## src/hdl/ymr_pkg.sv

```systemverilog
// Package for the YMODEM image receiver: protocol byte codes, phases,
// function codes, status codes and the CRC byte-step functions.
// No dependencies.
`default_nettype none
package ymr_pkg;

   localparam int unsigned TimerBitsDefault = 16;
   localparam int unsigned SizeBitsDefault  = 32;

   // protocol bytes
   localparam logic [7:0] CH_SOH = 8'h01;
   localparam logic [7:0] CH_STX = 8'h02;
   localparam logic [7:0] CH_EOT = 8'h04;
   localparam logic [7:0] CH_ACK = 8'h06;
   localparam logic [7:0] CH_NAK = 8'h15;
   localparam logic [7:0] CH_CAN = 8'h18;
   localparam logic [7:0] CH_REQ = 8'h43;

   localparam logic [10:0] IDX_MAX = 11'd2047;

   typedef enum logic [1:0] {
      FN_START = 2'd0,
      FN_BYTE  = 2'd1,
      FN_END   = 2'd2,
      FN_TICK  = 2'd3
   } func_type;

   typedef enum logic [3:0] {
      PH_IDLE = 4'b0001,
      PH_HEAD = 4'b0010,
      PH_DATA = 4'b0100,
      PH_EOT  = 4'b1000
   } phase_type;

   typedef enum logic [1:0] {
      HF_NAME  = 2'd0,
      HF_ZERO  = 2'd1,
      HF_DIGIT = 2'd2,
      HF_DONE  = 2'd3
   } hfield_type;

   localparam logic [2:0] ST_BUSY     = 3'd0;
   localparam logic [2:0] ST_OK       = 3'd1;
   localparam logic [2:0] ST_TIMEOUT  = 3'd2;
   localparam logic [2:0] ST_CANCEL   = 3'd3;
   localparam logic [2:0] ST_RANGE    = 3'd4;
   localparam logic [2:0] ST_MISMATCH = 3'd5;

   localparam logic [2:0] REG_MAX_SIZE  = 3'd0;
   localparam logic [2:0] REG_BASE      = 3'd1;
   localparam logic [2:0] REG_HEAD_WAIT = 3'd2;
   localparam logic [2:0] REG_DATA_WAIT = 3'd3;
   localparam logic [2:0] REG_RETRY     = 3'd4;

   typedef struct packed {
      logic        tx_valid;
      logic [7:0]  tx_byte;
      logic        wr_valid;
      logic [31:0] wr_address;
      logic [7:0]  wr_byte;
      logic        commit_valid;
      logic        commit_accept;
      logic [2:0]  session_status;
      logic [31:0] image_size;
      logic [31:0] image_crc;
      logic        last;
   } result_type;

   // CRC-16/XMODEM, one byte, MSB first
   function automatic logic [15:0] crc16_byte(input logic [15:0] c, input logic [7:0] b);
      logic [15:0] r;
      r = c ^ {b, 8'h00};
      for (int i = 0; i < 8; i++) begin
         r = r[15] ? ((r << 1) ^ 16'h1021) : (r << 1);
      end
      return r;
   endfunction

   // CRC-32 reflected, one byte
   function automatic logic [31:0] crc32_byte(input logic [31:0] c, input logic [7:0] b);
      logic [31:0] r;
      r = c ^ {24'd0, b};
      for (int i = 0; i < 8; i++) begin
         r = r[0] ? ((r >> 1) ^ 32'hEDB88320) : (r >> 1);
      end
      return r;
   endfunction

endpackage
`default_nettype wire

```

## src/hdl/ymr_if.sv

```systemverilog
// Valid/ready channel interface carrying one packed payload.
// No dependencies.
`default_nettype none
interface ymr_if #(parameter type PAYLOAD_TYPE = logic) ();
   logic        valid;
   logic        ready;
   PAYLOAD_TYPE payload;
   modport source (output valid, output payload, input ready);
   modport sink (input valid, input payload, output ready);
endinterface
`default_nettype wire

```

## src/hdl/ymr_out_queue.sv

```systemverilog
// Two-entry result queue: takes up to two results per cycle, gives one.
// Depends on ymr_pkg.
`default_nettype none
module ymr_out_queue
   import ymr_pkg::*;
(
   input  wire logic       clock,
   input  wire logic       reset,
   input  wire logic       push0,
   input  wire logic       push1,
   input  wire result_type data0,
   input  wire result_type data1,
   output logic            room,
   output logic            out_valid,
   input  wire logic       out_ready,
   output result_type      out_data
);
   result_type slot_ff [3];
   result_type slot_in [3];
   logic [1:0] count_ff, count_in;
   logic       pop;

   assign out_valid = (count_ff != 2'd0);
   assign out_data  = slot_ff[0];
   assign pop       = out_valid & out_ready;
   // room for two more after this cycle's pop
   assign room      = (count_ff == 2'd0) || (count_ff == 2'd1 && pop);

   // shift out, then append
   always_comb begin
      logic [1:0] base;
      slot_in  = slot_ff;
      base     = count_ff;
      if (pop) begin
         slot_in[0] = slot_ff[1];
         slot_in[1] = slot_ff[2];
         base       = count_ff - 2'd1;
      end
      if (push0) begin
         slot_in[base] = data0;
      end
      if (push1) begin
         slot_in[base + 2'd1] = data1;
      end
      count_in = base + {1'b0, push0} + {1'b0, push1};
   end

   always_ff @(posedge clock) begin
      slot_ff <= slot_in;
      if (reset) begin
         count_ff <= 2'd0;
      end else begin
         count_ff <= count_in;
      end
   end

   a_no_over: assert property (@(posedge clock) disable iff (reset)
      push0 |-> count_in <= 2'd2) else $error("result queue overflow");
   a_push_order: assert property (@(posedge clock) disable iff (reset)
      push1 |-> push0) else $error("second result without first");
   a_hold: assert property (@(posedge clock) disable iff (reset)
      (out_valid && !out_ready) |=> out_valid) else $error("result lost");
endmodule
`default_nettype wire

```

## src/hdl/ymodem_image_receiver.sv

```systemverilog
// YMODEM image receiver (CRC-16 blocks): protocol engine and result queue.
// Depends on ymr_pkg, ymr_if and ymr_out_queue.
//
// Usage: req_ carries one transaction per input item: func (start, received
// byte, burst end, millisecond tick) and rx_byte. rsp_ carries result items
// (reply byte, staged flash write, commit/discard, status); an input gives
// zero, one or two results, the final one marked by last. csr_ writes the
// five configuration registers by index; the user must write them only while
// the block is idle, which the block does not enforce. Throughput: one item
// per cycle while rsp_ keeps up; each item is fully processed in the cycle it
// is taken, and its results enter a two-entry queue. An item that gives two
// results holds req_ready low while both are queued. Stall: req_ready falls
// whenever the queue cannot take two more results; while rsp_ is stalled the
// queue fills and input waits; nothing is dropped. Reset: synchronous, active
// high; the session goes idle and configuration returns to its defaults (max
// size 65536, base 0, waits 1000, retries 180).
`default_nettype none
module ymodem_image_receiver
   import ymr_pkg::*;
#(
   parameter int unsigned TIMER_BITS = TimerBitsDefault,
   parameter int unsigned SIZE_BITS  = SizeBitsDefault
) (
   input  wire logic        clock,
   input  wire logic        reset,
   input  wire logic        req_valid,
   output logic             req_ready,
   input  wire logic [1:0]  req_func,
   input  wire logic [7:0]  req_rx_byte,
   output logic             rsp_valid,
   input  wire logic        rsp_ready,
   output logic             rsp_tx_valid,
   output logic [7:0]       rsp_tx_byte,
   output logic             rsp_wr_valid,
   output logic [31:0]      rsp_wr_address,
   output logic [7:0]       rsp_wr_byte,
   output logic             rsp_commit_valid,
   output logic             rsp_commit_accept,
   output logic [2:0]       rsp_session_status,
   output logic [31:0]      rsp_image_size,
   output logic [31:0]      rsp_image_crc,
   output logic             rsp_last,
   input  wire logic        csr_write,
   input  wire logic [2:0]  csr_index,
   input  wire logic [31:0] csr_data
);
   localparam logic [TIMER_BITS-1:0] TimerMax = '1;
   localparam logic [SIZE_BITS-1:0]  SizeMax  = '1;

   // configuration registers
   logic [31:0] size_limit_ff, base_ff;
   logic [15:0] head_wait_ff, data_wait_ff;
   logic [7:0]  retry_lim_ff;

   always_ff @(posedge clock) begin
      if (reset) begin
         size_limit_ff <= 32'd65536;
         base_ff       <= 32'd0;
         head_wait_ff  <= 16'd1000;
         data_wait_ff  <= 16'd1000;
         retry_lim_ff  <= 8'd180;
      end else if (csr_write) begin
         case (csr_index)
            REG_MAX_SIZE:  size_limit_ff <= csr_data;
            REG_BASE:      base_ff       <= csr_data;
            REG_HEAD_WAIT: head_wait_ff  <= csr_data[15:0];
            REG_DATA_WAIT: data_wait_ff  <= csr_data[15:0];
            REG_RETRY:     retry_lim_ff  <= csr_data[7:0];
            default: ;
         endcase
      end
   end

   // protocol state
   phase_type             phase_ff, phase_in;
   logic [7:0]            eseq_ff, eseq_in;
   logic [31:0]           rsize_ff, rsize_in, esize_ff, esize_in;
   logic [31:0]           icrc_ff, icrc_in, bcrc_ff, bcrc_in;
   logic [15:0]           crc16_ff, crc16_in, rcrc_ff, rcrc_in;
   logic [10:0]           idx_ff, idx_in;
   logic [7:0]            sb_ff, sb_in, seq_ff, seq_in, cmp_ff, cmp_in;
   logic [7:0]            fdb_ff, fdb_in, b2_ff, b2_in;
   hfield_type            hf_ff, hf_in;
   logic [SIZE_BITS-1:0]  psize_ff, psize_in;
   logic [7:0]            retry_ff, retry_in;
   logic [TIMER_BITS-1:0] timer_ff, timer_in;
   logic                  pend_ff, pend_in;

   ymr_if #(.PAYLOAD_TYPE(result_type)) rsp_ch ();

   logic       room, take, push0, push1;
   result_type r0, r1;

   assign req_ready = room;
   assign take      = req_valid & room;

   // block length from start byte
   function automatic logic [10:0] blk_len(input logic [7:0] s);
      case (s)
         CH_SOH:  return 11'd128;
         CH_STX:  return 11'd1024;
         default: return 11'd0;
      endcase
   endfunction

   function automatic result_type tx_res(input logic [7:0] b, input logic [31:0] sz);
      result_type r;
      r = '0;
      r.tx_valid   = 1'b1;
      r.tx_byte    = b;
      r.image_size = sz;
      return r;
   endfunction

   logic        seq_ok, cand, stg;
   logic [10:0] blen;
   logic [31:0] remain;

   assign blen   = blk_len(sb_ff);
   assign seq_ok = ((seq_ff ^ cmp_ff) == 8'hFF);
   assign cand   = (phase_ff == PH_DATA) && (blen != 11'd0) && seq_ok && (seq_ff == eseq_ff);
   assign remain = esize_ff - rsize_ff;
   assign stg    = cand && (idx_ff >= 11'd4) && (rsize_ff < esize_ff);

   // one input item per cycle while the result queue has room
   always_comb begin
      logic        clr;
      logic        valid_blk, dig;
      logic [10:0] d;
      logic [35:0] prod;
      logic [7:0]  b;
      logic [15:0] lim;
      logic [TIMER_BITS-1:0] tnext;
      hfield_type  hf;
      logic [31:0] w;

      phase_in = phase_ff; eseq_in = eseq_ff; rsize_in = rsize_ff; esize_in = esize_ff;
      icrc_in = icrc_ff; bcrc_in = bcrc_ff; crc16_in = crc16_ff; rcrc_in = rcrc_ff;
      idx_in = idx_ff; sb_in = sb_ff; seq_in = seq_ff; cmp_in = cmp_ff;
      fdb_in = fdb_ff; b2_in = b2_ff; hf_in = hf_ff; psize_in = psize_ff;
      retry_in = retry_ff; timer_in = timer_ff; pend_in = pend_ff;
      push0 = 1'b0; push1 = 1'b0; r0 = '0; r1 = '0;
      clr = 1'b0;
      b = req_rx_byte;
      d = idx_ff - 11'd3;
      valid_blk = 1'b0; dig = 1'b0; prod = '0; hf = hf_ff; w = '0;
      lim = '0; tnext = timer_ff;

      if (take) begin
         case (func_type'(req_func))
            FN_START: begin
               push0 = 1'b1;
               r0 = tx_res(CH_REQ, esize_ff);
               r0.commit_valid = (phase_ff != PH_IDLE) && stg;
               r0.last = 1'b1;
               eseq_in = 8'd1; rsize_in = '0; esize_in = '0; icrc_in = '1;
               retry_in = '0; phase_in = PH_HEAD; clr = 1'b1;
               r0.image_size = 32'd0;
            end
            FN_BYTE: if (phase_ff != PH_IDLE) begin
               pend_in = 1'b1;
               if (idx_ff == 11'd0) begin
                  clr = 1'b1; sb_in = b;
               end else if (idx_ff == 11'd1) begin
                  seq_in = b; b2_in = b;
               end else if (idx_ff == 11'd2) begin
                  cmp_in = b;
               end else if (d < blen) begin
                  if (d == 11'd0) fdb_in = b;
                  crc16_in = crc16_byte(crc16_ff, b);
                  if (phase_ff == PH_HEAD) begin
                     dig = (b >= 8'h30) && (b <= 8'h39);
                     case (hf_ff)
                        HF_NAME:  if (b == 8'd0) hf = HF_ZERO;
                        HF_ZERO:  if (b != 8'd0) hf = dig ? HF_DIGIT : HF_DONE;
                        HF_DIGIT: if (!dig) hf = HF_DONE;
                        default: ;
                     endcase
                     hf_in = hf;
                     if (hf == HF_DIGIT && dig) begin
                        prod = 36'(psize_ff) * 36'd10 + {32'd0, b[3:0]};
                        psize_in = (prod > 36'(SizeMax)) ? SizeMax : prod[SIZE_BITS-1:0];
                     end
                  end
                  if (cand && rsize_ff < esize_ff && {21'd0, d} < remain) begin
                     bcrc_in = crc32_byte(bcrc_ff, b);
                     push0 = 1'b1;
                     r0.wr_valid = 1'b1;
                     r0.wr_address = base_ff + rsize_ff + {21'd0, d};
                     r0.wr_byte = b;
                     r0.image_size = esize_ff;
                     r0.last = 1'b1;
                  end
               end else if (d == blen) begin
                  rcrc_in = {b, 8'd0};
               end else if (d == blen + 11'd1) begin
                  rcrc_in = {rcrc_ff[15:8], b};
               end
               if (idx_ff < IDX_MAX) idx_in = idx_ff + 11'd1;
            end
            FN_END: if (phase_ff != PH_IDLE) begin
               valid_blk = (blen != 11'd0) && (idx_ff >= blen + 11'd5) && seq_ok &&
                           (crc16_ff == rcrc_ff);
               push0 = 1'b1;
               clr = 1'b1;
               if (idx_ff >= 11'd2 && sb_ff == CH_CAN && b2_ff == CH_CAN) begin
                  r0 = '0; r0.session_status = ST_CANCEL; r0.image_size = esize_ff;
                  phase_in = PH_IDLE; clr = 1'b0;
               end else if (idx_ff == 11'd1 && sb_ff == CH_EOT) begin
                  if (phase_ff == PH_EOT) begin
                     r0 = tx_res(CH_ACK, esize_ff);
                     r1 = tx_res(CH_REQ, esize_ff);
                     push1 = 1'b1;
                  end else begin
                     if (phase_ff == PH_DATA) phase_in = PH_EOT;
                     r0 = tx_res(CH_NAK, esize_ff);
                  end
               end else if (!valid_blk) begin
                  r0 = tx_res(CH_NAK, esize_ff);
                  r0.commit_valid = stg;
               end else if (phase_ff == PH_HEAD && seq_ff == 8'd0) begin
                  esize_in = 32'(psize_ff);
                  if (psize_ff == '0 || 32'(psize_ff) > size_limit_ff) begin
                     r0 = '0; r0.session_status = ST_RANGE; r0.image_size = 32'(psize_ff);
                     phase_in = PH_IDLE; clr = 1'b0;
                  end else begin
                     icrc_in = '1; eseq_in = 8'd1; retry_in = '0; phase_in = PH_DATA;
                     r0 = tx_res(CH_ACK, 32'(psize_ff));
                     r1 = tx_res(CH_REQ, 32'(psize_ff));
                     push1 = 1'b1;
                  end
               end else if (phase_ff == PH_EOT && seq_ff == 8'd0 && fdb_ff == 8'd0) begin
                  r0 = tx_res(CH_ACK, esize_ff);
                  if (rsize_ff == esize_ff) begin
                     r0.session_status = ST_OK; r0.image_crc = ~icrc_ff;
                  end else begin
                     r0.session_status = ST_MISMATCH;
                  end
                  phase_in = PH_IDLE; clr = 1'b0;
               end else if (phase_ff != PH_DATA) begin
                  r0 = tx_res(CH_NAK, esize_ff);
               end else if (seq_ff == eseq_ff - 8'd1) begin
                  r0 = tx_res(CH_ACK, esize_ff);
               end else if (seq_ff != eseq_ff) begin
                  r0 = tx_res(CH_NAK, esize_ff);
               end else begin
                  if (rsize_ff < esize_ff) begin
                     w = (remain > {21'd0, blen}) ? {21'd0, blen} : remain;
                     rsize_in = rsize_ff + w;
                     icrc_in = bcrc_ff;
                  end
                  eseq_in = eseq_ff + 8'd1;
                  r0 = tx_res(CH_ACK, esize_ff);
                  r0.commit_valid = stg; r0.commit_accept = stg;
               end
               if (push1) r1.last = 1'b1; else r0.last = 1'b1;
            end
            FN_TICK: if (phase_ff != PH_IDLE) begin
               lim = (phase_ff == PH_HEAD) ? head_wait_ff : data_wait_ff;
               tnext = (timer_ff < TimerMax) ? timer_ff + 1'b1 : timer_ff;
               timer_in = tnext;
               if (32'(tnext) >= 32'(lim)) begin
                  if (phase_ff == PH_HEAD && pend_ff) begin
                     timer_in = '0;
                  end else if (phase_ff == PH_HEAD && retry_ff < retry_lim_ff) begin
                     retry_in = retry_ff + 8'd1; timer_in = '0;
                     push0 = 1'b1; r0 = tx_res(CH_REQ, esize_ff); r0.last = 1'b1;
                  end else begin
                     push0 = 1'b1; r0 = '0; r0.session_status = ST_TIMEOUT;
                     r0.commit_valid = stg; r0.image_size = esize_ff; r0.last = 1'b1;
                     phase_in = PH_IDLE;
                  end
               end
            end
            default: ;
         endcase
         // start of a fresh frame
         if (clr) begin
            idx_in = (func_type'(req_func) == FN_BYTE) ? 11'd1 : 11'd0;
            if (func_type'(req_func) != FN_BYTE) sb_in = '0;
            seq_in = '0; b2_in = '0; cmp_in = '0; rcrc_in = '0; fdb_in = '0;
            crc16_in = '0; hf_in = HF_NAME; psize_in = '0;
            bcrc_in = icrc_in; pend_in = (func_type'(req_func) == FN_BYTE);
            timer_in = '0;
         end
      end
   end

   always_ff @(posedge clock) begin
      if (reset) begin
         phase_ff <= PH_IDLE; eseq_ff <= 8'd1; rsize_ff <= '0; esize_ff <= '0;
         icrc_ff <= '1; bcrc_ff <= '1; crc16_ff <= '0; rcrc_ff <= '0;
         idx_ff <= '0; sb_ff <= '0; seq_ff <= '0; cmp_ff <= '0;
         fdb_ff <= '0; b2_ff <= '0; hf_ff <= HF_NAME; psize_ff <= '0;
         retry_ff <= '0; timer_ff <= '0; pend_ff <= 1'b0;
      end else begin
         phase_ff <= phase_in; eseq_ff <= eseq_in; rsize_ff <= rsize_in;
         esize_ff <= esize_in; icrc_ff <= icrc_in; bcrc_ff <= bcrc_in;
         crc16_ff <= crc16_in; rcrc_ff <= rcrc_in; idx_ff <= idx_in;
         sb_ff <= sb_in; seq_ff <= seq_in; cmp_ff <= cmp_in; fdb_ff <= fdb_in;
         b2_ff <= b2_in; hf_ff <= hf_in; psize_ff <= psize_in;
         retry_ff <= retry_in; timer_ff <= timer_in; pend_ff <= pend_in;
      end
   end

   ymr_out_queue u_queue (
      .clock     (clock),
      .reset     (reset),
      .push0     (push0),
      .push1     (push1),
      .data0     (r0),
      .data1     (r1),
      .room      (room),
      .out_valid (rsp_ch.valid),
      .out_ready (rsp_ch.ready),
      .out_data  (rsp_ch.payload)
   );

   assign rsp_ch.ready       = rsp_ready;
   assign rsp_valid          = rsp_ch.valid;
   assign rsp_tx_valid       = rsp_ch.payload.tx_valid;
   assign rsp_tx_byte        = rsp_ch.payload.tx_byte;
   assign rsp_wr_valid       = rsp_ch.payload.wr_valid;
   assign rsp_wr_address     = rsp_ch.payload.wr_address;
   assign rsp_wr_byte        = rsp_ch.payload.wr_byte;
   assign rsp_commit_valid   = rsp_ch.payload.commit_valid;
   assign rsp_commit_accept  = rsp_ch.payload.commit_accept;
   assign rsp_session_status = rsp_ch.payload.session_status;
   assign rsp_image_size     = rsp_ch.payload.image_size;
   assign rsp_image_crc      = rsp_ch.payload.image_crc;
   assign rsp_last           = rsp_ch.payload.last;

   a_idle_silent: assert property (@(posedge clock) disable iff (reset)
      (phase_ff == PH_IDLE && take && req_func != FN_START) |-> !push0)
      else $error("result from idle without start");
   a_start_head: assert property (@(posedge clock) disable iff (reset)
      (take && req_func == FN_START) |=> phase_ff == PH_HEAD)
      else $error("start did not enter header phase");
   a_size_cap: assert property (@(posedge clock) disable iff (reset)
      rsize_ff <= esize_ff) else $error("received size exceeds image size");
endmodule
`default_nettype wire
```

## config.mk

```make
export PLATFORM = sky130hd
export DESIGN_NAME = ymodem_image_receiver
export DESIGN_NICKNAME = d
export VERILOG_FILES = /design/src/hdl/ymr_pkg.sv /design/src/hdl/ymr_if.sv /design/src/hdl/ymr_out_queue.sv /design/src/hdl/ymodem_image_receiver.sv
export SDC_FILE = /design/constraint.sdc
export NUM_CORES = 2
export LEC_CHECK = 0
export BUFFER_PORTS_ARGS = -buffer_cell sky130_fd_sc_hd__buf_2
export CORE_AREA = 2 2 310 435
export DETAILED_ROUTE_END_ITERATION = 10
export DIE_AREA = 0 0 312 437
export PLACE_DENSITY = 0.53
export REMOVE_ABC_BUFFERS = 1
export SLEW_MARGIN = 20
export SYNTH_ARGS = -nofsm -noshare
export SYNTH_HDL_FRONTEND = slang
export SYNTH_SLANG_ARGS = --single-unit
```

## constraint.sdc

```tcl
create_clock -name clock -period 6.45 [get_ports clock]
set_clock_uncertainty 0.1 [all_clocks]
set_input_delay 1.6125 -clock clock [delete_from_list [all_inputs] [get_ports clock]]
set_output_delay 1.6125 -clock clock [all_outputs]
set_load 0.1 [all_outputs]
```

==> results by group <==
Outcome
  • Run status: complete, no violations

Finish
  • Area of the multi-input gates: 0.02873 mm2
  • Nets@finish: 6,077
  • Fin util: 0.3964
  • Fillers: 13,810
  • Final Instance Area: 0.05235 mm2
  • Post-Layout Cell Count: 7,577
  • Layout cells sized above 1: 0.1341
  • Area Overhead vs Synth: 13.36%
  • Register area: 0.01481 mm2

Synthesis
  • Count leader, synth: nand2_1
  • Number of synthesized flops with an enable pin: 0
  • Top post-synthesis cells by area: dfxtp_1, ha_1, nand2_1, mux2i_1, a21oi_1
  • Cell variety after synth: 110
  • Prevailing post-synth register cell: dfxtp_1
  • Ys Warns: 0
  • Cell taking the most area after synthesis: dfxtp_1
  • Post-synth ARST share: 0
  • Syn Area/Cell: 8.144 um2
  • Synth cell count leaders: nand2_1, dfxtp_1, nor2_1
  • Post-synthesis sequential area ratio: 0.3208
  • Cell count after synthesis: 5,670
  • Post-synthesis register bit count: 740
  • Synth Cell Area: 0.04618 mm2
  • Area fraction of the dominant cell type after synthesis: 0.3208

Global routing
  • Initial antenna violation count: 7
  • Largest net degree at the start of global routing: 155
  • Overall routing resource usage: 0.2405
  • Vias in the first global route: 40,940
  • First-pass GRT wire length: 254,400 um
  • Total gr overflow: 0

Pwr
  • Pwr dens: 243.2 mW/mm2
  • Leak: 22.23 nW
  • Peak supply drop: 156.5 uV
  • Tot Pwr: 12.73 mW

Drt
  • Starting DRC count in detailed routing: 3,058
  • Pre-Repair DR Iteration Count: 6
  • Vias per inst: 5.540
  • WL final: 168,500 um
  • Post-DR wirelength/cell: 22.24 um
  • Via count: 41,980
  • Remaining routing DRC violations: 0
  • Antenna Violating Nets Remaining: 0

Critical path
  • CP startpoint: rsize_ff[13]
  • CP startpoint kind: flip-flop
  • Most used cell, CP: buf_4
  • Crit path DAT: 6.69 ns
  • CP top delay family: simple AND/OR/NAND/NOR gates
  • CP endpoint kind: flip-flop
  • Crit path required time: 6.94 ns
  • Critical-path maximum fanout: 6
  • R2R Path Start: rsize_ff[13]
  • Setup CP Type: flip-flop to flip-flop
  • WP buf/inv: 5
  • Slowest CP cell: or4b_4
  • CP peak stage delay: 0.59 ns

Timing
  • Final Critical Period: 6.197 ns
  • # setup viols final: 0
  • Final Hold Viols: 0
  • Period Utilization, post-route: 0.9607
  • Worst-Margin Slew: 1.154 ns
  • Relative slew slack: 0.2249
  • FMAX: 161.4 MHz
  • Slew Viols, Final: 0

CTS
  • Clock root buffer master: clkbuf_16
  • Worst skew pair latency: 0.71 ns
  • H-tree depth: 3
  • Clock transition at path regs: 0.06 ns
  • CTS tree: built
  • CTS sink cnt: 740
  • CTS Hold Bufs: 0
  • Clock buffer depth: 3
  • Inserted Clock Buffers: 82

Floorplanning
  • Initial core utilization: 0.3497
  • Width of the die: 312 um
  • FP Rows: 158
  • Io pins: 172
  • Die Height: 437 um
  • Die area: 0.1363 mm2
  • Core ar.: 0.1321 mm2

Placed design
  • Gpl congestion: 0.9186
  • Dpl cell area: 0.04926 mm2
  • Placed insts: 7,417
  • I/O Buffers: 171
  • HPWL after detailed placement: 123,200 um

Hold path
  • Min-Delay Path Class: flip-flop to flip-flop
  • Beginning of the worst hold path: u_queue.slot_ff[118]

Flow run
  • Max-cap violations: 0
## final timing paths
path | to | slack [ns] | cells after the start
worst max register to register | rsize_ff[29] | 0.25 | 25
worst min register to register | u_queue.slot_ff[238] | 0.35 | 2
worst max-delay path | rsize_ff[29] | 0.25 | 25
worst min-delay path | u_queue.slot_ff[238] | 0.35 | 2
## power breakdown
part           internal (mW)  total (mW)  switching, mW
sequential              4.81        4.99          0.179
combinational          0.791        2.73           1.93
clock                   2.93        5.02           2.09
## flip-flops by register name, indices dropped and copies added (netlist names), 11 cells and up
name	flops
u_queue.slot_ff	240
size_limit_ff	32
crc16_ff	16
idx_ff	11
base_ff	32
esize_ff	32
u_queue.out_data	120
icrc_ff	32
rsize_ff	32
psize_ff	32
rcrc_ff	16
bcrc_ff	32
data_wait_ff	16
timer_ff	16
head_wait_ff	16
## cell families (layout without fill, tap and decap cells)
family	Yosys count	after routing	synth area share
and+or+nand+nor	2032	2032	0.2040
AOI/OAI and AO/OA	1434	1434	0.2201
DFF	740	740	0.3208
buffers and inverters	641	767	0.06639
adders and majority gates	277	277	0.07782
xor gates and xnor gates	273	273	0.05178
muxes	272	272	0.05899
other	1	22	0.00008121
## layout by cell type (no fill, tap or decap), drive strengths merged, types with 20 or more instances in the layout
cell / instances
nand2: 806
dfxtp: 740
buf: 463
nor2: 445
a21oi: 340
mux2i: 271
ha: 260
o21ai: 209
xnor2: 164
a21o: 163
nand3: 159
inv: 157
nor3: 151
a22oi: 129
clkbuf: 124
xor2: 109
o31ai: 79
and3: 75
nand2b: 66
a22o: 65
nand4: 61
a31oi: 55
or3: 41
o211ai: 41
a211oi: 41
nor4: 39
nor2b: 37
and2: 36
o22ai: 34
o21a: 32
nand3b: 31
o21bai: 30
a211o: 29
or2: 25
a221oi: 24
or4: 23
o32a: 23
o22a: 20
o221ai: 20
conb: 20
## final cells by class
class / instances / area share
Timing Repair Buffer: 464 / 0.06114
Inverter: 154 / 0.01104
Clock buffer: 123 / 0.04716
Clock inverter: 26 / 0.006669
Multi-Input combinational cell: 4308 / 0.5488
Sequential cell: 740 / 0.2830
Tap cell: 1760 / 0.04207
Antenna cell: 2 / 0.00009561
## metrics by stage
| step | setup slack (ns) | hold slack (ns) | setup TNS [ns] |
|---|---|---|---|
| 3_3_place_gp | -0.3704 | 0.3406 | -2.570 |
| 5_1_grt | -0.03552 | 0.3699 | -0.08623 |
| 2_1_floorplan | -21.43 | 0.3274 | -4905.49 |
| 3_5_place_dp | -0.3508 | 0.3469 | -1.979 |
| 4_1_cts | -0.02561 | 0.3547 | -0.02561 |
| 6_report | 0.2535 | 0.3493 | 0 |
## tightest hold or removal path, delay by kind of cell, from the launching register on
family          cells  cell delay, ns
simple gates        1            0.05
compound gates      1            0.05
flops               1            0.30
## repair_timing
item                                    in CTS  in global routing
resized for setup                            8                 38
buffers inserted                             1                  8
pin swaps                                    5                 22
cloned                                       0                  0
endpoints found under the setup margin      13                 18
## metal layers
layer  track usage  routed length, um
met1        0.2743              66390
met2        0.4326              84590
met3       0.03089               7725
met4        0.1308               9775
met5             0                 13
(Power assumes the default switching activity.)
